$ cat src/sv/ema_pkg.sv
// Shared types and constants for the SMA-seeded moving average block.
package ema_pkg;

  localparam int unsigned FIELD_W  = 32;
  localparam int unsigned PERIOD_W = 7;
  localparam logic [PERIOD_W-1:0] PERIOD_RESET = 7'd12;

  typedef enum logic [4:0] {
    ST_IDLE = 5'b00001,
    ST_SMA  = 5'b00010,
    ST_DIFF = 5'b00100,
    ST_STEP = 5'b01000,
    ST_OUT  = 5'b10000
  } state_e;

  typedef struct packed {
    logic busy;
    logic done;
  } div_stat_t;

endpackage

$ cat src/sv/ema_div.sv
// Radix-2 restoring divider, one quotient bit per cycle.
module ema_div #(
  parameter int unsigned DW = 38,
  parameter int unsigned VW = 7
) (
  input  logic                 clk_i,
  input  logic                 rst_ni,
  input  logic                 start_i,
  input  logic [DW-1:0]        dividend_i,
  input  logic [VW-1:0]        divisor_i,
  output logic [DW-1:0]        quot_o,
  output ema_pkg::div_stat_t   stat_o
);

  localparam int unsigned CW = $clog2(DW + 1);

  logic [CW-1:0] cnt_q;
  logic          busy_q, done_q;
  logic [VW-1:0] rem_q, rem_d;
  logic [DW-1:0] quo_q, quo_d;
  logic [VW-1:0] dvs_q;
  logic [VW:0]   trial;
  logic          ge;

  assign trial = {rem_q, quo_q[DW-1]};
  assign ge    = trial >= {1'b0, dvs_q};

  always_comb begin
    if (ge) begin
      rem_d = VW'(trial - {1'b0, dvs_q});
    end else begin
      rem_d = trial[VW-1:0];
    end
    quo_d = {quo_q[DW-2:0], ge};
  end

  always_ff @(posedge clk_i or negedge rst_ni) begin
    if (!rst_ni) begin
      busy_q <= 1'b0;
      done_q <= 1'b0;
      cnt_q  <= '0;
    end else begin
      done_q <= 1'b0;
      if (start_i) begin
        busy_q <= 1'b1;
        cnt_q  <= CW'(DW);
      end else if (busy_q) begin
        cnt_q <= cnt_q - 1'b1;
        if (cnt_q == CW'(1)) begin
          busy_q <= 1'b0;
          done_q <= 1'b1;
        end
      end
    end
  end

  always_ff @(posedge clk_i) begin
    if (start_i) begin
      rem_q <= '0;
      quo_q <= dividend_i;
      dvs_q <= divisor_i;
    end else if (busy_q) begin
      rem_q <= rem_d;
      quo_q <= quo_d;
    end
  end

  assign quot_o      = quo_q;
  assign stat_o.busy = busy_q;
  assign stat_o.done = done_q;

endmodule

$ cat src/sv/ema_sma_seeded_top.sv
// Top level of the SMA-seeded exponential moving average of closing prices.
//
// Input channel (in_valid_i/in_ready_o): one closing price in unsigned Q16.16
// plus a restart flag per transfer. Output channel (out_valid_o/out_ready_i):
// one result per input, ema_value_o with valid_res_o; ema_value_o is zero
// while valid_res_o is low. Configuration channel (cfg_valid_i/cfg_ready_o)
// writes the period; it is always ready and should only be written while idle.
// One item is handled at a time; in_ready_o is high only when idle.
// Steps per item, with a divider PRICE_BITS + clog2(MAX_PERIOD+1) bits wide:
//   summing items: from the input transfer straight to the result register;
//   smoothed items: one pass of the divider;
//   the seeding item: two passes of the divider (mean, then smoothing step).
// With the defaults the divider is 39 bits wide. The shared radix-2 divider sets the pace.
// The result register frees the next input while a result waits; a stalled
// receiver holds the block in its final step until the register drains.
// Reset clears the series state and sets the period to 12.
module ema_sma_seeded_top #(
  parameter int unsigned MAX_PERIOD = 64,
  parameter int unsigned PRICE_BITS = 32
) (
  input  logic                             clk_i,
  input  logic                             rst_ni,
  input  logic                             cfg_valid_i,
  output logic                             cfg_ready_o,
  input  logic [ema_pkg::PERIOD_W-1:0]     cfg_data_i,
  input  logic                             in_valid_i,
  output logic                             in_ready_o,
  input  logic [ema_pkg::FIELD_W-1:0]      close_price_i,
  input  logic                             restart_i,
  output logic                             out_valid_o,
  input  logic                             out_ready_i,
  output logic [ema_pkg::FIELD_W-1:0]      ema_value_o,
  output logic                             valid_res_o
);

  localparam int unsigned VW = $clog2(MAX_PERIOD + 2);
  localparam int unsigned SW = PRICE_BITS + $clog2(MAX_PERIOD + 1);

  ema_pkg::state_e st_q;
  logic [ema_pkg::PERIOD_W-1:0] period_q;
  logic [SW-1:0]         sum_q;
  logic [VW-1:0]         cnt_q;
  logic                  seeded_q;
  logic [PRICE_BITS-1:0] last_q;
  logic [PRICE_BITS-1:0] price_q, base_q, res_q;
  logic [VW-1:0]         den_q;
  logic                  up_q, res_vld_q;
  logic                  out_valid_q, vres_q;
  logic [ema_pkg::FIELD_W-1:0] ema_q;

  logic [VW-1:0]         p_eff, cnt_eff;
  logic                  seeded_eff, seed_now, accept, out_free;
  logic [PRICE_BITS-1:0] price_in, diff, quot_p, step_res;
  logic                  up;
  logic                  div_start;
  logic [SW-1:0]         div_dividend, div_quot;
  logic [VW-1:0]         div_divisor;
  ema_pkg::div_stat_t    div_stat;

  always_comb begin
    if (period_q == '0) begin
      p_eff = VW'(1);
    end else if (32'(period_q) > MAX_PERIOD) begin
      p_eff = VW'(MAX_PERIOD);
    end else begin
      p_eff = VW'(period_q);
    end
  end

  assign cfg_ready_o = 1'b1;
  assign in_ready_o  = (st_q == ema_pkg::ST_IDLE);
  assign accept      = in_valid_i && in_ready_o;
  assign out_free    = !out_valid_q || out_ready_i;
  assign price_in    = PRICE_BITS'(close_price_i);
  assign cnt_eff     = restart_i ? '0 : cnt_q;
  assign seeded_eff  = restart_i ? 1'b0 : seeded_q;
  assign seed_now    = (cnt_eff >= p_eff) && (cnt_eff != '0);

  assign up       = price_q >= base_q;
  assign diff     = up ? (price_q - base_q) : (base_q - price_q);
  assign quot_p   = div_quot[PRICE_BITS-1:0];
  assign step_res = up_q ? (base_q + quot_p) : (base_q - quot_p);

  always_comb begin
    div_start    = 1'b0;
    div_dividend = sum_q;
    div_divisor  = cnt_q;
    if (accept && !seeded_eff && seed_now) begin
      div_start = 1'b1;
    end else if (st_q == ema_pkg::ST_DIFF) begin
      div_start    = 1'b1;
      div_dividend = SW'({diff, 1'b0});
      div_divisor  = den_q;
    end
  end

  ema_div #(
    .DW(SW),
    .VW(VW)
  ) u_div (
    .clk_i      (clk_i),
    .rst_ni     (rst_ni),
    .start_i    (div_start),
    .dividend_i (div_dividend),
    .divisor_i  (div_divisor),
    .quot_o     (div_quot),
    .stat_o     (div_stat)
  );

  always_ff @(posedge clk_i or negedge rst_ni) begin
    if (!rst_ni) begin
      st_q        <= ema_pkg::ST_IDLE;
      period_q    <= ema_pkg::PERIOD_RESET;
      sum_q       <= '0;
      cnt_q       <= '0;
      seeded_q    <= 1'b0;
      last_q      <= '0;
      out_valid_q <= 1'b0;
    end else begin
      if (cfg_valid_i && cfg_ready_o) begin
        period_q <= cfg_data_i;
      end
      if (out_valid_q && out_ready_i && !(st_q == ema_pkg::ST_OUT && out_free)) begin
        out_valid_q <= 1'b0;
      end
      unique case (st_q)
        ema_pkg::ST_IDLE: begin
          if (accept) begin
            if (restart_i) begin
              seeded_q <= 1'b0;
              last_q   <= '0;
            end
            if (seeded_eff) begin
              st_q <= ema_pkg::ST_DIFF;
            end else if (seed_now) begin
              st_q <= ema_pkg::ST_SMA;
            end else begin
              sum_q <= (restart_i ? '0 : sum_q) + SW'(price_in);
              cnt_q <= cnt_eff + 1'b1;
              st_q  <= ema_pkg::ST_OUT;
            end
          end
        end
        ema_pkg::ST_SMA: begin
          if (div_stat.done) begin
            st_q <= ema_pkg::ST_DIFF;
          end
        end
        ema_pkg::ST_DIFF: begin
          st_q <= ema_pkg::ST_STEP;
        end
        ema_pkg::ST_STEP: begin
          if (div_stat.done) begin
            last_q   <= step_res;
            seeded_q <= 1'b1;
            st_q     <= ema_pkg::ST_OUT;
          end
        end
        ema_pkg::ST_OUT: begin
          if (out_free) begin
            out_valid_q <= 1'b1;
            st_q        <= ema_pkg::ST_IDLE;
          end
        end
        default: begin
          st_q <= ema_pkg::ST_IDLE;
        end
      endcase
    end
  end

  always_ff @(posedge clk_i) begin
    if (accept) begin
      price_q   <= price_in;
      base_q    <= restart_i ? '0 : last_q;
      den_q     <= p_eff + 1'b1;
      res_q     <= '0;
      res_vld_q <= 1'b0;
    end
    if (st_q == ema_pkg::ST_SMA && div_stat.done) begin
      base_q <= quot_p;
    end
    if (st_q == ema_pkg::ST_DIFF) begin
      up_q <= up;
    end
    if (st_q == ema_pkg::ST_STEP && div_stat.done) begin
      res_q     <= step_res;
      res_vld_q <= 1'b1;
    end
    if (st_q == ema_pkg::ST_OUT && out_free) begin
      ema_q  <= ema_pkg::FIELD_W'(res_q);
      vres_q <= res_vld_q;
    end
  end

  assign out_valid_o = out_valid_q;
  assign ema_value_o = ema_q;
  assign valid_res_o = vres_q;

endmodule

$ cat config.mk
export PLATFORM = sky130hd
export DESIGN_NAME = ema_sma_seeded_top
export DESIGN_NICKNAME = d
export VERILOG_FILES = /design/src/sv/ema_pkg.sv /design/src/sv/ema_div.sv /design/src/sv/ema_sma_seeded_top.sv
export SDC_FILE = /design/constraint.sdc
export NUM_CORES = 1
export LEC_CHECK = 0
export ABC_AREA = 1
export BUFFER_PORTS_ARGS = -buffer_cell sky130_fd_sc_hd__buf_2
export CAP_MARGIN = 40
export CORE_MARGIN = 1
export CORE_UTILIZATION = 50
export CTS_CLUSTER_SIZE = 24
export DETAILED_ROUTE_END_ITERATION = 12
export HOLD_SLACK_MARGIN = 0.12
export PLACE_DENSITY = 0.66
export SLEW_MARGIN = 30
export SYNTH_ARGS = -nofsm -noshare
export SYNTH_HDL_FRONTEND = slang
export SYNTH_HIERARCHICAL = 1
export SYNTH_SLANG_ARGS = --single-unit
$ cat constraint.sdc
create_clock -name clk_i -period 4.13 [get_ports clk_i]
set_clock_uncertainty 0.2 [all_clocks]
set_input_delay 0 -clock clk_i [delete_from_list [all_inputs] [get_ports clk_i]]
set_output_delay 0 -clock clk_i [all_outputs]
set_load 0.01 [all_outputs]
Yosys cells after proc, flatten, opt, wreduce, memory -nomap -nowiden:

Cells that the tools add are included.

* add/subtract/negate cells: 9
* $lt $le $gt $ge: 4
* equality and inequality tests: 10
* multiplexer cells: 44
* bitwise gates (word level): 2
* reductions and logical operators: 22

Operators with widths (number)
* $mux 32: 8
* $mux 39: 5
* $sub 32x32->32: 3
* $pmux 32 s2: 1
* $mux 7: 6
* $add 39x32->39: 1
* $add 32x32->32: 1
* $ge 32x32->1: 1
* $mux 5: 6
* $pmux 5 s5: 1
* $add 7x1->7 const B: 2
* $mux 1: 14
* $mux 6: 2
* $logic_and 1x1->1: 9
* $ge 8x7->1: 1
* $reduce_and 4->1: 2
* $reduce_bool 2->1: 4
* $ge 7x7->1: 1
* $gt 7x7->1 const B: 1
* $logic_not 7->1: 1
* $reduce_bool 7->1: 1
* $sub 7x7->7: 1
* $eq 6x1->1 const B: 1
* $ne 2x1->1 const B: 3
* other kinds (12): 15

* bits in registers: 291
* input port bits: 45
* output and inout bits: 36
* word-level logic and storage cells: 112

Longest topological paths before layout:

* word-level depth: 9
* gate-level depth with buffers: 22

Cells and area by module:

The synthesis kept the hierarchy.

Modules (own cells, without submodules)
* ema_sma_seeded_top: times used 1, cells an instance 3132, area each 20388.3 µm², seq. area each 6439.9 µm²
* ema_div: times used 1, cells an instance 328, area each 2967.8 µm², seq. area each 1721.7 µm²

Worst setup path before layout:

No wires, ideal clock.

* path kind: register to register
* start: register period_q[2] (netlist name)
* end: register u_div.quo_q[0], in the netlist u_div/quot_o[0] (enable)
* setup time: 0.345 ns
* arrival time: 2.879 ns
* required time: 3.585 ns
* setup slack: 0.706 ns
* cell stages (with the launch flop): 18
* path buffers: 1
* period minus slack after synthesis: 3.424 ns
* cells stage by stage: dfstp_2 inv_1 nand4_1 nor2_1 o21ai_0 inv_1 ha_1 o21ai_0 nand2_1 o21ai_1 inv_1 nand2_1 nand2_1 nand3_1 nand2_1 buf_2 nor2_1 inv_2

* word-level cells in the longest chain between the ends: 8
* elaborated cells between the ends (all ways): 9
* classes of those cells: 2 x order compare; 3 x mux; 4 x reduce/logical

Ends and longest elaborated chain
* start, declared: line ema_sma_seeded_top.sv:40 `logic [ema_pkg::PERIOD_W-1:0] period_q;`
* start signal, assigned: line ema_sma_seeded_top.sv:113 `period_q <= ema_pkg::PERIOD_RESET;`
* start signal, assigned: line ema_sma_seeded_top.sv:121 `period_q <= cfg_data_i;`
* $gt 7x7->1: line ema_sma_seeded_top.sv:63 `end else if (32'(period_q) > MAX_PERIOD) begin`
* $mux 7: line ema_sma_seeded_top.sv:63
* $mux 7 (*): line ema_sma_seeded_top.sv:61 `if (period_q == '0) begin`
* $ge 7x7->1 (*): line ema_sma_seeded_top.sv:77 `assign seed_now = (cnt_eff >= p_eff) && (cnt_eff != '0);`
* $logic_and 1x1->1 (*): line ema_sma_seeded_top.sv:77
* $logic_and 1x1->1 (*): line ema_sma_seeded_top.sv:88 `if (accept && !seeded_eff && seed_now) begin`
* $mux 1 (*): line ema_sma_seeded_top.sv:88
* net div_start: line ema_sma_seeded_top.sv:55 `logic div_start;`
* $reduce_bool 2->1 (no line) (*)
* end signal, assigned: line ema_div.sv:60 `quo_q <= dividend_i;`
* end signal, assigned: line ema_div.sv:64 `quo_q <= quo_d;`
* end, declared: line ema_div.sv:20 `logic [DW-1:0] quo_q, quo_d;`

Mark *: on every way through the listed nets, which the timed path passes. The rest lies on a longest branch.
A chain may end at the register's enable or synchronous reset.

Worst setup path after layout:

* start: register u_div.quo_q[0], in the netlist u_div/quot_o[0]
* end: register res_q[31] (data pin)

* word-level cells in the longest chain between the ends: 3
* elaborated cells between the ends (all ways): 4
* classes of those cells: 2 x add/sub; 2 x mux

Ends and longest elaborated chain
* $sub 32x32->32 or $add 32x32->32 (tied branches): line ema_sma_seeded_top.sv:82 `assign step_res = up_q ? (base_q + quot_p) : (base_q - quot_p);`
* $mux 32 (*): line ema_sma_seeded_top.sv:82
* $mux 32 (*): line ema_sma_seeded_top.sv:186 `if (st_q == ema_pkg::ST_STEP && div_stat.done) begin`
* end signal, assigned: line ema_sma_seeded_top.sv:187 `res_q <= step_res;`
* end, declared: line ema_sma_seeded_top.sv:45 `logic [PRICE_BITS-1:0] price_q, base_q, res_q;`

Mark *: on every way between the ends. The rest lies on a longest branch, timed or not.

==> flow_summary.ini <==
[placement]
gp_congestion = 1.00
post-place-ws_ns = 0.295
io_buffer_count = 79
hpwl_mm = 61.1

[setup_path]
worstRegToRegCells = 18
path_class = flip-flop to flip-flop
cp.required_ns = 4.23
crit_buf_inv = 3
r2r-start = u_div/quot_o[0]$_DFFE_PP_
crit_slowest_cell = edfxtp_1
r2r_slack_ns = 0.44
crit_path_max_fanout = 4
reg2reg_to = res_q[31]$_SDFFCE_PN0P_
crit_path_end_kind = flip-flop
cp_top_family = simple AND/OR/NAND/NOR gates
path_cells = inv_1, ha_1, nand3_1, inv_1, nand2_1, inv_1, nand3_1, nor3_2, nor2_1, xor2_1, ha_1, a21oi_1, a21boi_0, nand2_1, a21oi_1, nand2_1, nand3_1, a21oi_1
critPathMaxStageDelay_ns = 0.41
startpoint_type = flip-flop
crit_arrival_ns = 3.79

[detailed_routing]
vias = 22700
ant_nets = 0
wirelength_mm = 78.2
wire_per_inst_um = 18.4
dr.first_iter.drc_count = 2038
drcViolationCount = 0
dr.pass1.iters = 5
viasPerCell = 5.35

[global_route]
grt_pass1_vias = 22000
grt.met2_usage_pct = 54.5
grt-ovfl-total = 0
grt-busiest-layer = met2
grt_pass1_wl_mm = 121
antenna_found_initial = 0
grt_util_met3_pct = 5.08
grtUsageMet1_pct = 43.3
grt_max_degree = 52
grt.total_usage_pct = 33.3

[pwr]
switchingPower_mw = 1.54
seqPwrFrac_pct = 46.5
p_int_mw = 5.11
pwr-share-comb_pct = 5.9
p_sw_share_pct = 23.2
clkPwrFrac_pct = 47.6
leakagePower_nw = 13.4
vdd_drop_max_mv = 0.267
power_density_nw_per_um2 = 250

[hold_path]
holdCritStartpoint = close_price_i[0]
holdPathEnd = sum_q[0]$_DFFE_PN0P_
hp-class = input port to flip-flop
hold_path_depth = 5

[floorplanning]
start_util_pct = 51.1
dieWidth_um = 218
std_cell_rows = 78
ioPinCount = 81
dieArea_sq_um = 47600
core-area_sq_um = 45700
die_h_um = 218

[finish]
final_util_pct = 58.2
antennaDiodeCount = 0
multi_input_area_sq_um = 12800
drive_gt1_share_pct = 7.01
area_delta_synth_final_pct = 13.9
fill_cells = 4432
regArea_sq_um = 8160
fin_nets = 3828

[logic_synthesis]
syn_inst = 3459
avgSynthCellArea_sq_um = 6.75
yosysWarnings = 6
syn_area_sq_um = 23300
syn_nets = 3661

[sta]
hold_slack_ns = 0.165
finalWorstSetupSlack_ns = 0.438
setup_violations = 0
maxSlewViolCount = 0
fmax_mhz = 271
tightest_slew_ns = 0.781
hold_viol_final = 0
rsz0062_at_grt = no
finalSetupTns_ns = 0
maxSlewHeadroom_pct = 47.4
timing.final.crit_share_pct = 89.4
min_period_ns = 3.69

[clock_tree]
cts_max_level = 2
numClockSinks = 291
clock_latency_ns = 0.57
cts_buffer_depth = 3
cts_buffers = 34
cts_tree = done
cts_setup_buffers = 0
root_buffer = clkbuf_16
clk_pin_slew_ns = 0.06

[status]
status = completed

[flow_run]
drv_cap = 0
[layout make-up]
class | count | share of cell area (%)
clock buffer | 45 | 3.51
clock inverter | 17 | 0.805
inverter | 532 | 7.51
multi-input combinational | 2553 | 48.2
sequential | 291 | 30.7
tap | 600 | 2.82
timing repair buffer | 214 | 6.47
[metrics by stage]
stage,std cells,instance area [sq um],power [mW]
6_report,4252,26600,6.65
5_1_grt,4252,26600,6.85
4_1_cts,4251,26600,6.68
3_5_place_dp,4090,24400,3.45
3_3_place_gp,4088,24400,3.45
2_1_floorplan,3459,23300,3.33
[routing by layer]
| layer | routed length (um) | vias to the layer above | share of wire [%] |
|---|---|---|---|
| met5 | 0 | - | 0 |
| met1 | 33600 | 10600 | 43 |
| met4 | 3800 | 0 | 4.9 |
| met2 | 35800 | 745 | 46 |
| met3 | 4940 | 156 | 6.3 |
| li1 | - | 11200 | - |
[timing repair]
action,4_1_cts,5_1_grt
endpoints found under the hold margin,248,0
endpoints found under the setup margin,0,6
hold buffers,99,0
resized for setup,0,3
[cells in the final DEF (no fill, tap or decap), types with 5 or more instances in the layout]
| cell | count |
|---|---|
| a21oi_1 | 187 |
| a22oi_1 | 9 |
| buf_2 | 78 |
| buf_4 | 33 |
| clkbuf_1 | 8 |
| clkbuf_16 | 35 |
| clkinv_2 | 5 |
| dfrtp_1 | 97 |
| dfxtp_1 | 8 |
| dlygate4sd3_1 | 98 |
| edfxtp_1 | 183 |
| fa_1 | 5 |
| ha_1 | 152 |
| inv_1 | 509 |
| inv_2 | 22 |
| nand2_1 | 1301 |
| nand2_2 | 31 |
| nand3_1 | 172 |
| nand3b_1 | 15 |
| nand4_1 | 27 |
| nor2_1 | 314 |
| nor2_4 | 6 |
| nor3_1 | 23 |
| o211ai_1 | 6 |
| o21ai_0 | 120 |
| o21ai_1 | 9 |
| o21bai_1 | 19 |
| o31ai_1 | 5 |
| xnor2_1 | 22 |
| xor2_1 | 80 |
[state kept, by name, indices dropped and copies added (netlist names), 32 cells and up]
| signal | flops |
|---|---|
| price_q | 32 |
| u_div/quot_o | 39 |
| base_q | 32 |
| last_q | 32 |
| sum_q | 39 |
| ema_value_o | 32 |
| res_q | 32 |
[power groups by stage]
stage,combinational [mW],clock [mW],sequential [mW]
final,0.393,3.17,3.09
after detailed placement,0.302,0,3.15
after global routing,0.432,3.32,3.09
after CTS,0.384,3.20,3.09
after global placement,0.298,0,3.15
after floorplan,0.181,0,3.15
[how the worst max path moves through the flow]
stage | start | to | depth (start not counted)
floorplan | period_q[2]$_DFFE_PN1P_ | u_div/quot_o[0]$_DFFE_PP_ | 17
global placement | u_div/quot_o[0]$_DFFE_PP_ | res_q[31]$_SDFFCE_PN0P_ | 18
detailed placement | u_div/quot_o[2]$_DFFE_PP_ | res_q[27]$_SDFFCE_PN0P_ | 16
CTS | u_div/quot_o[0]$_DFFE_PP_ | res_q[27]$_SDFFCE_PN0P_ | 16
global route | u_div/quot_o[0]$_DFFE_PP_ | last_q[31]$_DFFE_PN0P_ | 20
finish | u_div/quot_o[0]$_DFFE_PP_ | res_q[31]$_SDFFCE_PN0P_ | 18
[tightest hold or removal path, stage by stage]
cell           delay (ns)
dlygate4sd3_1        0.52
buf_2                0.13
ha_1                 0.13
nand2_1              0.05
o21ai_1              0.06
Note: power is estimated with default switching activity, not from simulation.
